File: src/rtl/tbsa_pkg.sv
package tbsa_pkg;

  localparam int CHANNELS = 8;
  localparam int BINS     = 1024;
  localparam int CH_W     = 3;
  localparam int BIN_W    = 10;
  localparam int ADDR_W   = CH_W + BIN_W;
  localparam int DEPTH    = CHANNELS * BINS;

  localparam logic [25:0] CNT_MAX = 26'h3FFFFFF;

  // Configuration register indexes.
  localparam logic [1:0] CFG_RPB    = 2'd0;
  localparam logic [1:0] CFG_MINUTE = 2'd1;
  localparam logic [1:0] CFG_BINS   = 2'd2;

  // Result status codes.
  localparam logic [1:0] ST_ACC  = 2'd0;
  localparam logic [1:0] ST_DROP = 2'd1;
  localparam logic [1:0] ST_READ = 2'd2;

  typedef struct packed {
    logic               command;
    logic [2:0]         channel;
    logic signed [31:0] time_offset;
    logic [9:0]         bin_index;
    logic [15:0]        count_in;
    logic signed [23:0] mean_in;
    logic [23:0]        rms_in;
    logic signed [23:0] min_in;
    logic signed [23:0] max_in;
  } in_item_t;

  typedef struct packed {
    logic [1:0]         status;
    logic [25:0]        bin_time;
    logic [25:0]        sample_count;
    logic signed [23:0] mean_out;
    logic [23:0]        std_dev_out;
    logic signed [23:0] minimum_out;
    logic signed [23:0] maximum_out;
    logic               any_data;
  } out_item_t;

  typedef struct packed {
    logic [25:0]        cnt;
    logic signed [63:0] wsum;
    logic [63:0]        sqsum;
    logic signed [23:0] mn;
    logic signed [23:0] mx;
  } entry_t;

  typedef enum logic [4:0] {
    S_CLEAR, S_IDLE, S_BDIV, S_BWAIT, S_ACHK, S_AM1W, S_AM2W,
    S_RCHK, S_RCLR, S_RMAW, S_RMBW, S_RMDW, S_RSDW, S_RSQW,
    S_FIN_ACC, S_FIN_DROP, S_FIN_READ
  } state_t;

  typedef enum logic [1:0] {DIV_BIN, DIV_MEAN, DIV_SD} div_sel_t;
  typedef enum logic [1:0] {MUL_RR, MUL_RRN, MUL_SQN, MUL_SS} mul_sel_t;
  typedef enum logic [1:0] {SD_ZERO, SD_SAT, SD_ROOT} sd_sel_t;

  typedef struct packed {
    logic       clr_step;
    logic       capture;
    logic       div_start;
    div_sel_t   div_sel;
    logic       mul_start;
    mul_sel_t   mul_sel;
    logic       p_ld;
    logic       mem_rd;
    logic       wr_acc;
    logic       wr_zero;
    logic       a_ld;
    logic       num_ld;
    logic       mean_ld;
    logic       sd_ld;
    sd_sel_t    sd_sel;
    logic       sqrt_start;
    logic       out_load;
    logic [1:0] out_status;
  } ctrl_cmd_t;

  typedef struct packed {
    logic clr_done;
    logic div_busy;
    logic mul_busy;
    logic sqrt_busy;
    logic in_range;
    logic rd_ok;
    logic n_lt2;
    logic sd_sat;
    logic out_free;
  } dp_stat_t;

endpackage

File: src/rtl/tbsa_ctrl.sv
module tbsa_ctrl (
  input  logic                clk,
  input  logic                rst,
  input  logic                in_valid,
  input  logic                in_command,
  output logic                in_ready,
  input  tbsa_pkg::dp_stat_t  st,
  output tbsa_pkg::ctrl_cmd_t cmd
);

  tbsa_pkg::state_t state;
  tbsa_pkg::state_t state_next;

  always_ff @(posedge clk) begin
    if (rst) begin
      state <= tbsa_pkg::S_CLEAR;
    end else begin
      state <= state_next;
    end
  end

  always_comb begin
    state_next = state;
    cmd        = '0;
    in_ready   = 1'b0;
    case (state)
      tbsa_pkg::S_CLEAR: begin
        cmd.clr_step = 1'b1;
        if (st.clr_done) begin
          state_next = tbsa_pkg::S_IDLE;
        end
      end
      tbsa_pkg::S_IDLE: begin
        in_ready = 1'b1;
        if (in_valid) begin
          cmd.capture = 1'b1;
          state_next  = in_command ? tbsa_pkg::S_RCHK : tbsa_pkg::S_BDIV;
        end
      end
      tbsa_pkg::S_BDIV: begin
        cmd.div_start = 1'b1;
        cmd.div_sel   = tbsa_pkg::DIV_BIN;
        state_next    = tbsa_pkg::S_BWAIT;
      end
      tbsa_pkg::S_BWAIT: begin
        if (!st.div_busy) begin
          state_next = tbsa_pkg::S_ACHK;
        end
      end
      tbsa_pkg::S_ACHK: begin
        if (st.in_range) begin
          cmd.mem_rd    = 1'b1;
          cmd.p_ld      = 1'b1;
          cmd.mul_start = 1'b1;
          cmd.mul_sel   = tbsa_pkg::MUL_RR;
          state_next    = tbsa_pkg::S_AM1W;
        end else begin
          state_next = tbsa_pkg::S_FIN_DROP;
        end
      end
      tbsa_pkg::S_AM1W: begin
        if (!st.mul_busy) begin
          cmd.mul_start = 1'b1;
          cmd.mul_sel   = tbsa_pkg::MUL_RRN;
          state_next    = tbsa_pkg::S_AM2W;
        end
      end
      tbsa_pkg::S_AM2W: begin
        if (!st.mul_busy) begin
          cmd.wr_acc = 1'b1;
          state_next = tbsa_pkg::S_FIN_ACC;
        end
      end
      tbsa_pkg::S_RCHK: begin
        if (st.rd_ok) begin
          cmd.mem_rd = 1'b1;
          state_next = tbsa_pkg::S_RCLR;
        end else begin
          state_next = tbsa_pkg::S_FIN_DROP;
        end
      end
      tbsa_pkg::S_RCLR: begin
        // The read data register keeps the old entry while the bin is cleared.
        cmd.wr_zero   = 1'b1;
        cmd.mul_start = 1'b1;
        cmd.mul_sel   = tbsa_pkg::MUL_SQN;
        state_next    = tbsa_pkg::S_RMAW;
      end
      tbsa_pkg::S_RMAW: begin
        if (!st.mul_busy) begin
          cmd.a_ld      = 1'b1;
          cmd.mul_start = 1'b1;
          cmd.mul_sel   = tbsa_pkg::MUL_SS;
          state_next    = tbsa_pkg::S_RMBW;
        end
      end
      tbsa_pkg::S_RMBW: begin
        if (!st.mul_busy) begin
          cmd.num_ld    = 1'b1;
          cmd.div_start = 1'b1;
          cmd.div_sel   = tbsa_pkg::DIV_MEAN;
          state_next    = tbsa_pkg::S_RMDW;
        end
      end
      tbsa_pkg::S_RMDW: begin
        if (!st.div_busy) begin
          cmd.mean_ld = 1'b1;
          if (st.n_lt2) begin
            cmd.sd_ld  = 1'b1;
            cmd.sd_sel = tbsa_pkg::SD_ZERO;
            state_next = tbsa_pkg::S_FIN_READ;
          end else if (st.sd_sat) begin
            cmd.sd_ld  = 1'b1;
            cmd.sd_sel = tbsa_pkg::SD_SAT;
            state_next = tbsa_pkg::S_FIN_READ;
          end else begin
            cmd.div_start = 1'b1;
            cmd.div_sel   = tbsa_pkg::DIV_SD;
            state_next    = tbsa_pkg::S_RSDW;
          end
        end
      end
      tbsa_pkg::S_RSDW: begin
        if (!st.div_busy) begin
          cmd.sqrt_start = 1'b1;
          state_next     = tbsa_pkg::S_RSQW;
        end
      end
      tbsa_pkg::S_RSQW: begin
        if (!st.sqrt_busy) begin
          cmd.sd_ld  = 1'b1;
          cmd.sd_sel = tbsa_pkg::SD_ROOT;
          state_next = tbsa_pkg::S_FIN_READ;
        end
      end
      tbsa_pkg::S_FIN_ACC: begin
        if (st.out_free) begin
          cmd.out_load   = 1'b1;
          cmd.out_status = tbsa_pkg::ST_ACC;
          state_next     = tbsa_pkg::S_IDLE;
        end
      end
      tbsa_pkg::S_FIN_DROP: begin
        if (st.out_free) begin
          cmd.out_load   = 1'b1;
          cmd.out_status = tbsa_pkg::ST_DROP;
          state_next     = tbsa_pkg::S_IDLE;
        end
      end
      tbsa_pkg::S_FIN_READ: begin
        if (st.out_free) begin
          cmd.out_load   = 1'b1;
          cmd.out_status = tbsa_pkg::ST_READ;
          state_next     = tbsa_pkg::S_IDLE;
        end
      end
      default: begin
        state_next = tbsa_pkg::S_IDLE;
      end
    endcase
  end

`ifndef SYNTH
  a_div_start_idle: assert property (@(posedge clk) disable iff (rst)
    cmd.div_start |-> !st.div_busy)
    else $error("divider started while busy");

  a_mul_start_idle: assert property (@(posedge clk) disable iff (rst)
    cmd.mul_start |-> !st.mul_busy)
    else $error("multiplier started while busy");

  a_no_overwrite: assert property (@(posedge clk) disable iff (rst)
    cmd.out_load |-> st.out_free)
    else $error("result register overwritten before it was taken");

  a_accept_leaves_idle: assert property (@(posedge clk) disable iff (rst)
    (in_valid && in_ready) |=> (state != tbsa_pkg::S_IDLE))
    else $error("item accepted but controller stayed idle");
`endif

endmodule

File: config.mk
export PLATFORM = sky130hd
export DESIGN_NAME = tbsa_ctrl
export DESIGN_NICKNAME = d
export VERILOG_FILES = /design/src/rtl/tbsa_pkg.sv /design/src/rtl/tbsa_ctrl.sv
export SDC_FILE = /design/constraint.sdc
export NUM_CORES = 1
export LEC_CHECK = 0
export BUFFER_PORTS_ARGS = -buffer_cell sky130_fd_sc_hd__buf_4
export CORE_ASPECT_RATIO = 2
export CORE_MARGIN = 10
export CORE_UTILIZATION = 25
export DETAILED_ROUTE_END_ITERATION = 7
export GPL_ROUTABILITY_DRIVEN = 1
export PLACE_DENSITY = 0.49
export SETUP_SLACK_MARGIN = 0.2
export SYNTH_ARGS = -nofsm -noshare
export SYNTH_HDL_FRONTEND = slang
export SYNTH_SLANG_ARGS = --single-unit
File: constraint.sdc
create_clock -name clk -period 2.4 [get_ports clk]
set_input_delay 0.36 -clock clk [delete_from_list [all_inputs] [get_ports clk]]
set_output_delay 0.36 -clock clk [all_outputs]
set_load 0.02 [all_outputs]
==> results of run 1 <==
==> power by group through the flow <==
stage          sequential (mW)  clock, mW  combinational [mW]
6_report                 0.201      0.157               0.768
5_1_grt                  0.211      0.167               0.836
4_1_cts                  0.194      0.161               0.770
3_5_place_dp             0.194          0               0.769
3_3_place_gp             0.191          0               0.763
2_1_floorplan            0.131          0               0.573
==> final timing paths <==
kind             from        to  slack [ns]  cells after the start
max          state[2]    cmd[2]        0.27                      4
max reg2reg  state[2]  state[0]        0.58                      5
min               rst  state[4]        0.34                      2
min reg2reg  state[3]  state[3]        0.60                      2
==> cells in the final DEF (no fill, tap or decap), types with 3 or more instances in the layout <==
cell type / Yosys / final
buf_4: 3 / 41
nor2_1: 12 / 11
a21oi_1: 9 / 9
nand2_1: 6 / 6
nor3_1: 7 / 6
inv_1: 5 / 5
nand3_1: 4 / 4
dfxtp_2: 0 / 4
nor3b_1: 4 / 3
a21o_1: 3 / 3
o21ai_0: 3 / 3
clkbuf_8: 0 / 3
==> per-stage QoR <==
step / setup WS, ns / util / power, mW
after floorplan: 0.216 / - / 0.705
after detailed placement: 0.414 / 0.361 / 0.963
after CTS: 0.206 / 0.377 / 1.13
final: 0.266 / 0.383 / 1.13
after global placement: 0.442 / 0.361 / 0.954
after global routing: 0.211 / 0.383 / 1.21
==> repair_timing <==
action	CTS	global route
setup endpoints to repair	2	4
gates resized for setup	1	6
setup buffers	0	0
==> cell type report <==
class	count	area share
multi-input cells	91	0.543
repair buffers	41	0.273
flip-flops and latches	5	0.0933
clock buffers	4	0.0400
well taps	30	0.0333
inverters	5	0.0167
==> worst max-delay path: cells and delay by family, from the launching register on <==
| family | cells | cell delay [ns] |
|---|---|---|
| AO/OA/AOI/OAI | 1 | 0.24 |
| buffers and inverters | 1 | 0.13 |
| flip-flops | 1 | 0.40 |
| AND/OR/NAND/NOR | 2 | 0.77 |
==> cells by family after synthesis <==
| group | count (synthesis) |
|---|---|
| muxes | 1 |
| buffers and inverters | 14 |
| DFF | 5 |
| xor gates and xnor gates | 1 |
| and+or+nand+nor | 58 |
| AOI/OAI and AO/OA | 31 |
==> per-layer routing <==
metal  track usage  up-vias  wire (um)
li1              -      476          -
met4        0.0551        0         85
met5             0        -          0
met2         0.188       38       1670
met3        0.0246        8        202
met1         0.111      464       1150
==> impl_metrics.py, run 1 <==
metrics = {
    "power": {
        "internal_power_uw": 580,
        "comb_power_share": 0.682,
        "switchingPower_uw": 545,
        "peakVddDrop_v": 0.000578,
        "leakage_nw": 0.539,
        "pwr-share-seq": 0.178,
        "switching_share": 0.485,
        "pwr-share-clk": 0.140,
        "cellPowerDensity_mw_per_mm2": 1000,
    },
    "grt": {
        "grt_pass1_wl_um": 5060,
        "grt_pass1_vias": 1038,
        "antenna_found_initial": 0,
        "grt_overflow_total": 0,
        "grt_max_degree": 19,
        "grt_usage": 0.107,
    },
    "clocking": {
        "root_buffer": "clkbuf_8",
        "clkTransAtPathRegs_ns": 0.04,
        "cts_buffers": 3,
        "clockBufferDepth": 2,
        "cts_tree": "done",
        "cts_max_level": 1,
        "clock_latency_ns": 0.22,
        "cts_sinks": 5,
        "postCtsHoldBufs": 0,
    },
    "synthesis": {
        "synth_fp_nets": 123,
        "synthAdderAreaFrac": 0,
        "synthCells": 110,
        "synth_compound_area_frac": 0.311,
        "ys.flop_type": "dfxtp_1",
        "async_reset_ff_frac": 0,
        "synth.area.top_cells": "dfxtp_1, a21oi_1, nor2_1, nor3_1, nor3b_1",
        "yosys-mux-area-fraction": 0.0132,
        "yosysTopAreaCellShare": 0.132,
        "yosys.area.top_type": "dfxtp_1",
        "synth-warning-count": 0,
        "yosysSeqAreaShare": 0.132,
        "ys_ff_latch": 5,
        "synth-xor-area-share": 0.0116,
        "avgSynthCellArea_um2": 6.87,
        "synth-simple-area-share": 0.442,
        "synth-edff-count": 0,
        "synth_cell_type_count": 44,
        "synth_common_cells": "nor2_1, a21oi_1, nor3_1",
        "synth_top_family_by_area": "simple AND/OR/NAND/NOR gates",
        "synth_area_um2": 756,
        "synth_most_common_cell": "nor2_1",
    },
    "critical_path": {
        "cp-start-kind": "flop",
        "cp_max_fo": 18,
        "max_stage_delay_ns": 0.57,
        "cp_slowest_cell": "or4b_4",
        "cp-end-kind": "primary output",
        "cp.arrival_ns": 1.77,
        "cp_data_required_time_ns": 2.04,
        "critPathKind": "reg2out",
        "path_cells": "or4b_4 -> o22a_1 -> and2b_1 -> buf_4",
    },
    "detailed_routing": {
        "ant_nets": 0,
        "avgRoutedWirePerCell_um": 17.7,
        "routed_via_density": 5.60,
        "dr.pass1.iters": 4,
        "vias": 986,
        "drt_wl_total_um": 3110,
        "drcViolationCount": 0,
        "drt_iter0_markers": 25,
    },
    "layout": {
        "diodes": 0,
        "nNetsFinal": 160,
        "n_fill_cell": 332,
        "largest_reg_flops": 5,
        "top_register": "state",
        "finalNonFillerCells": 176,
        "syn_to_final_growth_pct": 49.0,
        "top_regs": "state x5",
        "drive_above_1_share": 0.432,
        "final_area_mm2": 0.00113,
        "multiInputGateArea_um2": 612,
        "regArea_um2": 105,
    },
    "place": {
        "port_buffers": 35,
        "dpl.hpwl_um": 2540,
        "place_area_mm2": 0.00106,
        "placed_cells": 172,
        "globalplace.congestion": 0.844,
    },
    "timing": {
        "fin_crit_ns": 2.13,
        "slew_violations": 0,
        "fin_setup_tns_ns": 0,
        "period_share": 0.889,
        "tightest_slew_ns": 0.350,
        "rsz0062_at_grt": "no",
        "maxSlewHeadroom": 0.766,
        "fmax_mhz": 469,
        "setup_viol": 0,
        "holdWs_ns": 0.336,
        "clock_skew_ns": 0.00275,
        "hold_viol_final": 0,
    },
    "worst_hold_path": {
        "hold_class": "in2reg",
    },
    "die": {
        "row_count": 28,
        "dieArea_mm2": 0.00576,
        "die_w_um": 58.9,
        "io-pin-count": 36,
        "design.core.area_mm2": 0.00294,
        "start_util": 0.257,
        "die_height_um": 97.8,
    },
    "run": {
        "cap_viol_max_count": 0,
    },
    "run_status": {
        "status": "finished clean",
    },
}
Note: power is estimated with default switching activity, not from simulation.
==> run 2: changes to the inputs <==
Settings changed: ABC_AREA set to 1, PLACE_DENSITY 0.49 to 0.48.
==> impl_metrics.py, run 2 <==
metrics = {
    "detailed_routing": {
        "avgRoutedWirePerCell_um": 14.0,
        "drt_iter0_markers": 19,
        "dr.pass1.iters": 5,
        "drcViolationCount": 0,
        "drt_wl_total_um": 3200,
        "vias": 1160,
        "ant_nets": 0,
        "routed_via_density": 5.07,
    },
    "worst_hold_path": {
        "min_from": "rst",
        "hold_class": "in2reg",
    },
    "timing": {
        "fin_setup_tns_ns": 0,
        "clock_skew_ns": 0.000713,
        "fin_crit_ns": 2.03,
        "worst_slack_ns": 0.369,
        "setup_viol": 0,
        "fmax_mhz": 492,
        "holdWs_ns": 0.424,
        "tightest_slew_ns": 0.372,
        "period_share": 0.846,
        "maxSlewHeadroom": 0.750,
        "slew_violations": 0,
        "hold_viol_final": 0,
        "rsz0062_at_grt": "no",
    },
    "power": {
        "internal_power_uw": 565,
        "p_total_mw": 1.28,
        "switchingPower_uw": 716,
        "peakVddDrop_v": 0.000633,
        "pwr-share-seq": 0.159,
        "comb_power_share": 0.719,
        "switching_share": 0.559,
        "leakage_nw": 0.705,
        "pwr-share-clk": 0.121,
        "cellPowerDensity_mw_per_mm2": 1080,
    },
    "grt": {
        "grtUsageMet3": 0.0188,
        "met2_usage": 0.202,
        "antenna_found_initial": 0,
        "grt_pass1_vias": 1152,
        "grt_max_degree": 11,
        "grt-busiest-layer": "met2",
        "grt_pass1_wl_um": 5180,
        "grt_usage": 0.104,
        "grt_overflow_total": 0,
        "use_met1": 0.0980,
    },
    "die": {
        "design.core.area_mm2": 0.00319,
        "dieArea_mm2": 0.00620,
        "start_util": 0.262,
        "die_height_um": 102,
        "io-pin-count": 36,
        "die_w_um": 60.9,
        "row_count": 29,
    },
    "synthesis": {
        "synth_compound_area_frac": 0.0629,
        "synth-simple-area-share": 0.668,
        "synthCells": 163,
        "yosysSeqAreaShare": 0.120,
        "synthAdderAreaFrac": 0,
        "synth_cell_type_count": 25,
        "synth_area_um2": 836,
        "synth-xor-area-share": 0,
        "async_reset_ff_frac": 0,
        "yosys-mux-area-fraction": 0,
        "ys.flop_type": "dfxtp_1",
        "synth_fp_nets": 176,
        "synth-warning-count": 0,
        "ys_ff_latch": 5,
        "yosysTopAreaCellShare": 0.175,
        "synth_common_cells": "nand2_1, nor2_1, inv_1",
        "synth_top_family_by_area": "simple AND/OR/NAND/NOR gates",
        "synth-edff-count": 0,
        "synth_most_common_cell": "nand2_1",
        "avgSynthCellArea_um2": 5.13,
        "synth.area.top_cells": "nand2_1, nor2_1, nand3_1, dfxtp_1, inv_1",
        "yosys.area.top_type": "nand2_1",
    },
    "clocking": {
        "cts_max_level": 1,
        "postCtsHoldBufs": 0,
        "clockBufferDepth": 2,
        "root_buffer": "clkbuf_8",
        "cts_sinks": 5,
        "post_cts_buffers": 0,
        "clock_latency_ns": 0.22,
        "cts_tree": "done",
        "cts_buffers": 3,
        "clkTransAtPathRegs_ns": 0.04,
    },
    "critical_path": {
        "critPathKind": "reg2out",
        "max_stage_delay_ns": 0.40,
        "cp_max_fo": 9,
        "crit_family": "simple AND/OR/NAND/NOR gates",
        "cp-end-kind": "primary output",
        "cp_slowest_cell": "dfxtp_2",
        "cp.arrival_ns": 1.67,
        "worst-path-buf-inv": 1,
        "cp_data_required_time_ns": 2.04,
        "cp-startpoint": "state[1]",
        "path_cells": "nand2_1 -> nor2_1 -> nand3_1 -> nand2_2 -> nor2_4 -> nand3_4 -> a21oi_1 -> buf_4",
        "cp-start-kind": "flop",
        "worstReg2RegStart": "state[1]",
    },
    "layout": {
        "top_register": "state",
        "largest_reg_flops": 5,
        "regArea_um2": 109,
        "multiInputGateArea_um2": 626,
        "finalNonFillerCells": 229,
        "final_cell_mix": "nand2_1, buf_4, nor2_1",
        "top_regs": "state x5",
        "drive_above_1_share": 0.308,
        "nNetsFinal": 212,
        "diodes": 0,
        "final_common_cell": "nand2_1",
        "n_fill_cell": 361,
        "syn_to_final_growth_pct": 41.5,
    },
    "place": {
        "placed_cells": 225,
        "place_ws_ns": 0.443,
        "globalplace.congestion": 0.870,
        "dpl.hpwl_um": 2840,
        "port_buffers": 35,
    },
    "run_status": {
        "status": "finished clean",
    },
    "run": {
        "cap_viol_max_count": 0,
    },
}
-- run 2: cell types whose count changed after synthesis, sizes merged, moves of 3 or more --
cell,before,now
buf,6,3
inv,5,26
nand4,1,5
nand2,6,41
nand3,4,24
nor3,7,1
a21oi,10,3
a21o,3,0
or3,3,0
nor3b,4,0
nor2,12,42
-- run 2: worst register-to-register path, stage by stage (launching register included) --
cell and delay (ns):
dfxtp_2 0.40, nand2_1 0.14, nor2_1 0.30, nand2_1 0.17, nand3_1 0.12, nand2_1 0.05
clkinv_1 0.04, nor2_1 0.06, nand3_1 0.11, nand2_1 0.07, nor2_1 0.08
-- run 2: final cells by class --
class | instances | share of cell area
multi-input combinational | 127 | 0.529
inverter | 27 | 0.0857
tap | 31 | 0.0328
timing repair buffer | 35 | 0.222
clock buffer | 4 | 0.0381
sequential | 5 | 0.0921
-- run 2: per-layer routing --
metal / up-vias / part of all wire
li1: 589 / -
met4: 0 / 0.028
met2: 35 / 0.60
met3: 8 / 0.051
met5: - / 0
met1: 528 / 0.33
-- run 2: worst paths after layout --
check / end / slack [ns] / cells past startpoint
setup reg to reg: state[1] / 0.80 / 10
setup / recovery: cmd[6] / 0.37 / 8
hold reg to reg: state[0] / 0.59 / 4
hold / removal: state[2] / 0.42 / 4
-- run 2: power by group through the flow --
stage	logic [mW]	registers, mW	clock network (mW)
final	0.921	0.204	0.155
after global routing	1.04	0.210	0.165
after CTS	0.916	0.187	0.159
after detailed placement	0.913	0.189	0
after global placement	0.917	0.188	0
after floorplan	0.668	0.151	0
-- run 2: cell families (layout without fill, tap and decap cells) --
family          after synthesis  after routing
buf+inv                      31             66
compound gates                9              9
simple gates                118            118
flops                         5              5
-- run 2: stage by stage --
stage / utilization / instance area, um^2
after floorplan: - / 836
after global placement: 0.349 / 1110
after detailed placement: 0.349 / 1110
after CTS: 0.363 / 1160
after global routing: 0.370 / 1180
final: 0.370 / 1180
-- run 2: timing repair --
item / 4_1_cts / 5_1_grt
gates resized for setup: 0 / 10
hold endpoints to repair: 0 / 0
setup endpoints to repair: 0 / 6
==> run 3: changes to the inputs <==
Clock period 2.4 ns to 2.02 ns, I/O delays scaled along.
==> impl_metrics.py, run 3 (synthesized netlist as in run 2, its figures left out) <==
metrics = {
    "power": {
        "pwr-share-clk": 0.092,
        "switchingPower_mw": 1.03,
        "leakage_nw": 0.820,
        "internal_power_uw": 918,
        "peakVddDrop_v": 0.000882,
        "switching_share": 0.530,
        "comb_power_share": 0.766,
        "p_total_mw": 1.95,
        "pwr-share-seq": 0.142,
        "cellPowerDensity_mw_per_mm2": 1290,
    },
    "detailed_routing": {
        "drt_iter0_markers": 30,
        "routed_via_density": 5.21,
        "dr.pass1.iters": 4,
        "avgRoutedWirePerCell_um": 14.6,
        "vias": 1281,
        "drt_wl_total_um": 3600,
        "drcViolationCount": 0,
        "ant_nets": 0,
    },
    "layout": {
        "final_common_cell": "buf_4",
        "final_area_mm2": 0.00151,
        "drive_above_1_share": 0.512,
        "regArea_um2": 119,
        "largest_reg_flops": 5,
        "final_cell_mix": "buf_4, nand2_1, nor2_1",
        "nNetsFinal": 229,
        "n_fill_cell": 345,
        "diodes": 0,
        "multiInputGateArea_um2": 786,
        "top_register": "state",
        "top_regs": "state x5",
        "syn_to_final_growth_pct": 81.0,
    },
    "die": {
        "design.core.area_mm2": 0.00319,
        "die_w_um": 60.9,
        "row_count": 29,
        "die_height_um": 102,
        "start_util": 0.262,
        "dieArea_mm2": 0.00620,
        "io-pin-count": 36,
    },
    "critical_path": {
        "cp_slowest_cell": "dfxtp_4",
        "cp_max_fo": 6,
        "critPathKind": "reg2out",
        "cp_data_required_time_ns": 1.72,
        "cp-end-kind": "primary output",
        "cp-startpoint": "state[4]",
        "crit_family": "simple AND/OR/NAND/NOR gates",
        "worstReg2RegStart": "state[1]",
        "worst-path-buf-inv": 2,
        "max_stage_delay_ns": 0.37,
        "path_cells": "buf_4 -> nor2_4 -> nand2_2 -> or2_4 -> nand4_1 -> buf_6",
        "cp.arrival_ns": 1.51,
        "cp-start-kind": "flop",
    },
    "worst_hold_path": {
        "hold_class": "in2reg",
        "min_from": "rst",
    },
    "grt": {
        "antenna_found_initial": 0,
        "grt_pass1_wl_um": 5330,
        "grt_max_degree": 11,
        "grt_pass1_vias": 1237,
        "grt_usage": 0.108,
        "grt_overflow_total": 0,
    },
    "run": {
        "cap_viol_max_count": 0,
    },
    "clocking": {
        "clockBufferDepth": 2,
        "clock_latency_ns": 0.21,
        "root_buffer": "clkbuf_8",
        "cts_sinks": 5,
        "cts_max_level": 1,
        "cts_tree": "done",
        "postCtsHoldBufs": 0,
        "cts_buffers": 3,
        "clkTransAtPathRegs_ns": 0.03,
    },
    "timing": {
        "worst_slack_ns": 0.203,
        "fmax_mhz": 550,
        "slew_violations": 0,
        "tightest_slew_ns": 0.305,
        "setup_viol": 0,
        "period_share": 0.900,
        "fin_setup_tns_ns": 0,
        "rsz0062_at_grt": "yes",
        "fin_crit_ns": 1.82,
        "maxSlewHeadroom": 0.795,
        "clock_skew_ns": 0.000665,
        "hold_viol_final": 0,
        "holdWs_ns": 0.373,
    },
    "place": {
        "globalplace.congestion": 0.868,
        "port_buffers": 35,
        "place_ws_ns": 0.0880,
        "place_area_mm2": 0.00114,
        "dpl.hpwl_um": 2820,
    },
    "run_status": {
        "status": "finished clean",
    },
}
## run 3: cell count changes in the layout (fill, tap and decap cells not counted), moves of 6 or more
cell,delta
buf_6,+6
inv_1,-6
nand3_1,-8
nand2_1,-7
buf_4,+11
nor2_1,-6
## run 3: final cells by class
cell class / count / area share
clock buffer: 4 / 0.0298
timing repair buffer: 52 / 0.273
multi-input combinational: 127 / 0.519
inverter: 27 / 0.0736
tap: 31 / 0.0256
sequential: 5 / 0.0786
## run 3: power groups by stage
stage               logic, mW  registers, mW  clock network, mW
global placement         1.09          0.218                  0
floorplan               0.798          0.179                  0
CTS                      1.23          0.272              0.186
finish                   1.50          0.277              0.180
detailed placement       1.07          0.222                  0
global route             1.64          0.285              0.196
## run 3: repair_timing
item                       CTS  global route
setup buffers                5            11
setup endpoints to repair   10            10
resized for setup           30            37
pin swaps                    6            15
## run 3: worst register-to-register path, stage by stage (launching register included)
cell     delay (ns)
dfxtp_4        0.41
nor2_4         0.08
buf_4          0.15
buf_4          0.14
inv_1          0.08
nor2_1         0.06
nor2_1         0.15
nand3_1        0.09
nor2_1         0.13
nand3_1        0.10
nand2_1        0.08
nor2_1         0.04
## run 3: per-stage QoR
step | util | cells
6_report | 0.474 | 246
5_1_grt | 0.474 | 246
4_1_cts | 0.409 | 235
3_5_place_dp | 0.357 | 226
3_3_place_gp | 0.357 | 226
2_1_floorplan | - | 163
## run 3: final timing paths
kind / endpoint / slack (ns) / depth (start not counted)
setup reg to reg: state[3] / 0.43 / 11
hold reg to reg: state[3] / 0.60 / 4
setup / recovery: cmd[16] / 0.20 / 6
hold / removal: state[0] / 0.37 / 4
## run 3: metal layers
metal	global-route usage	wire length, um
met5	0	0
met4	0.0730	197
met3	0.0125	170
met2	0.213	2120
met1	0.0894	1110
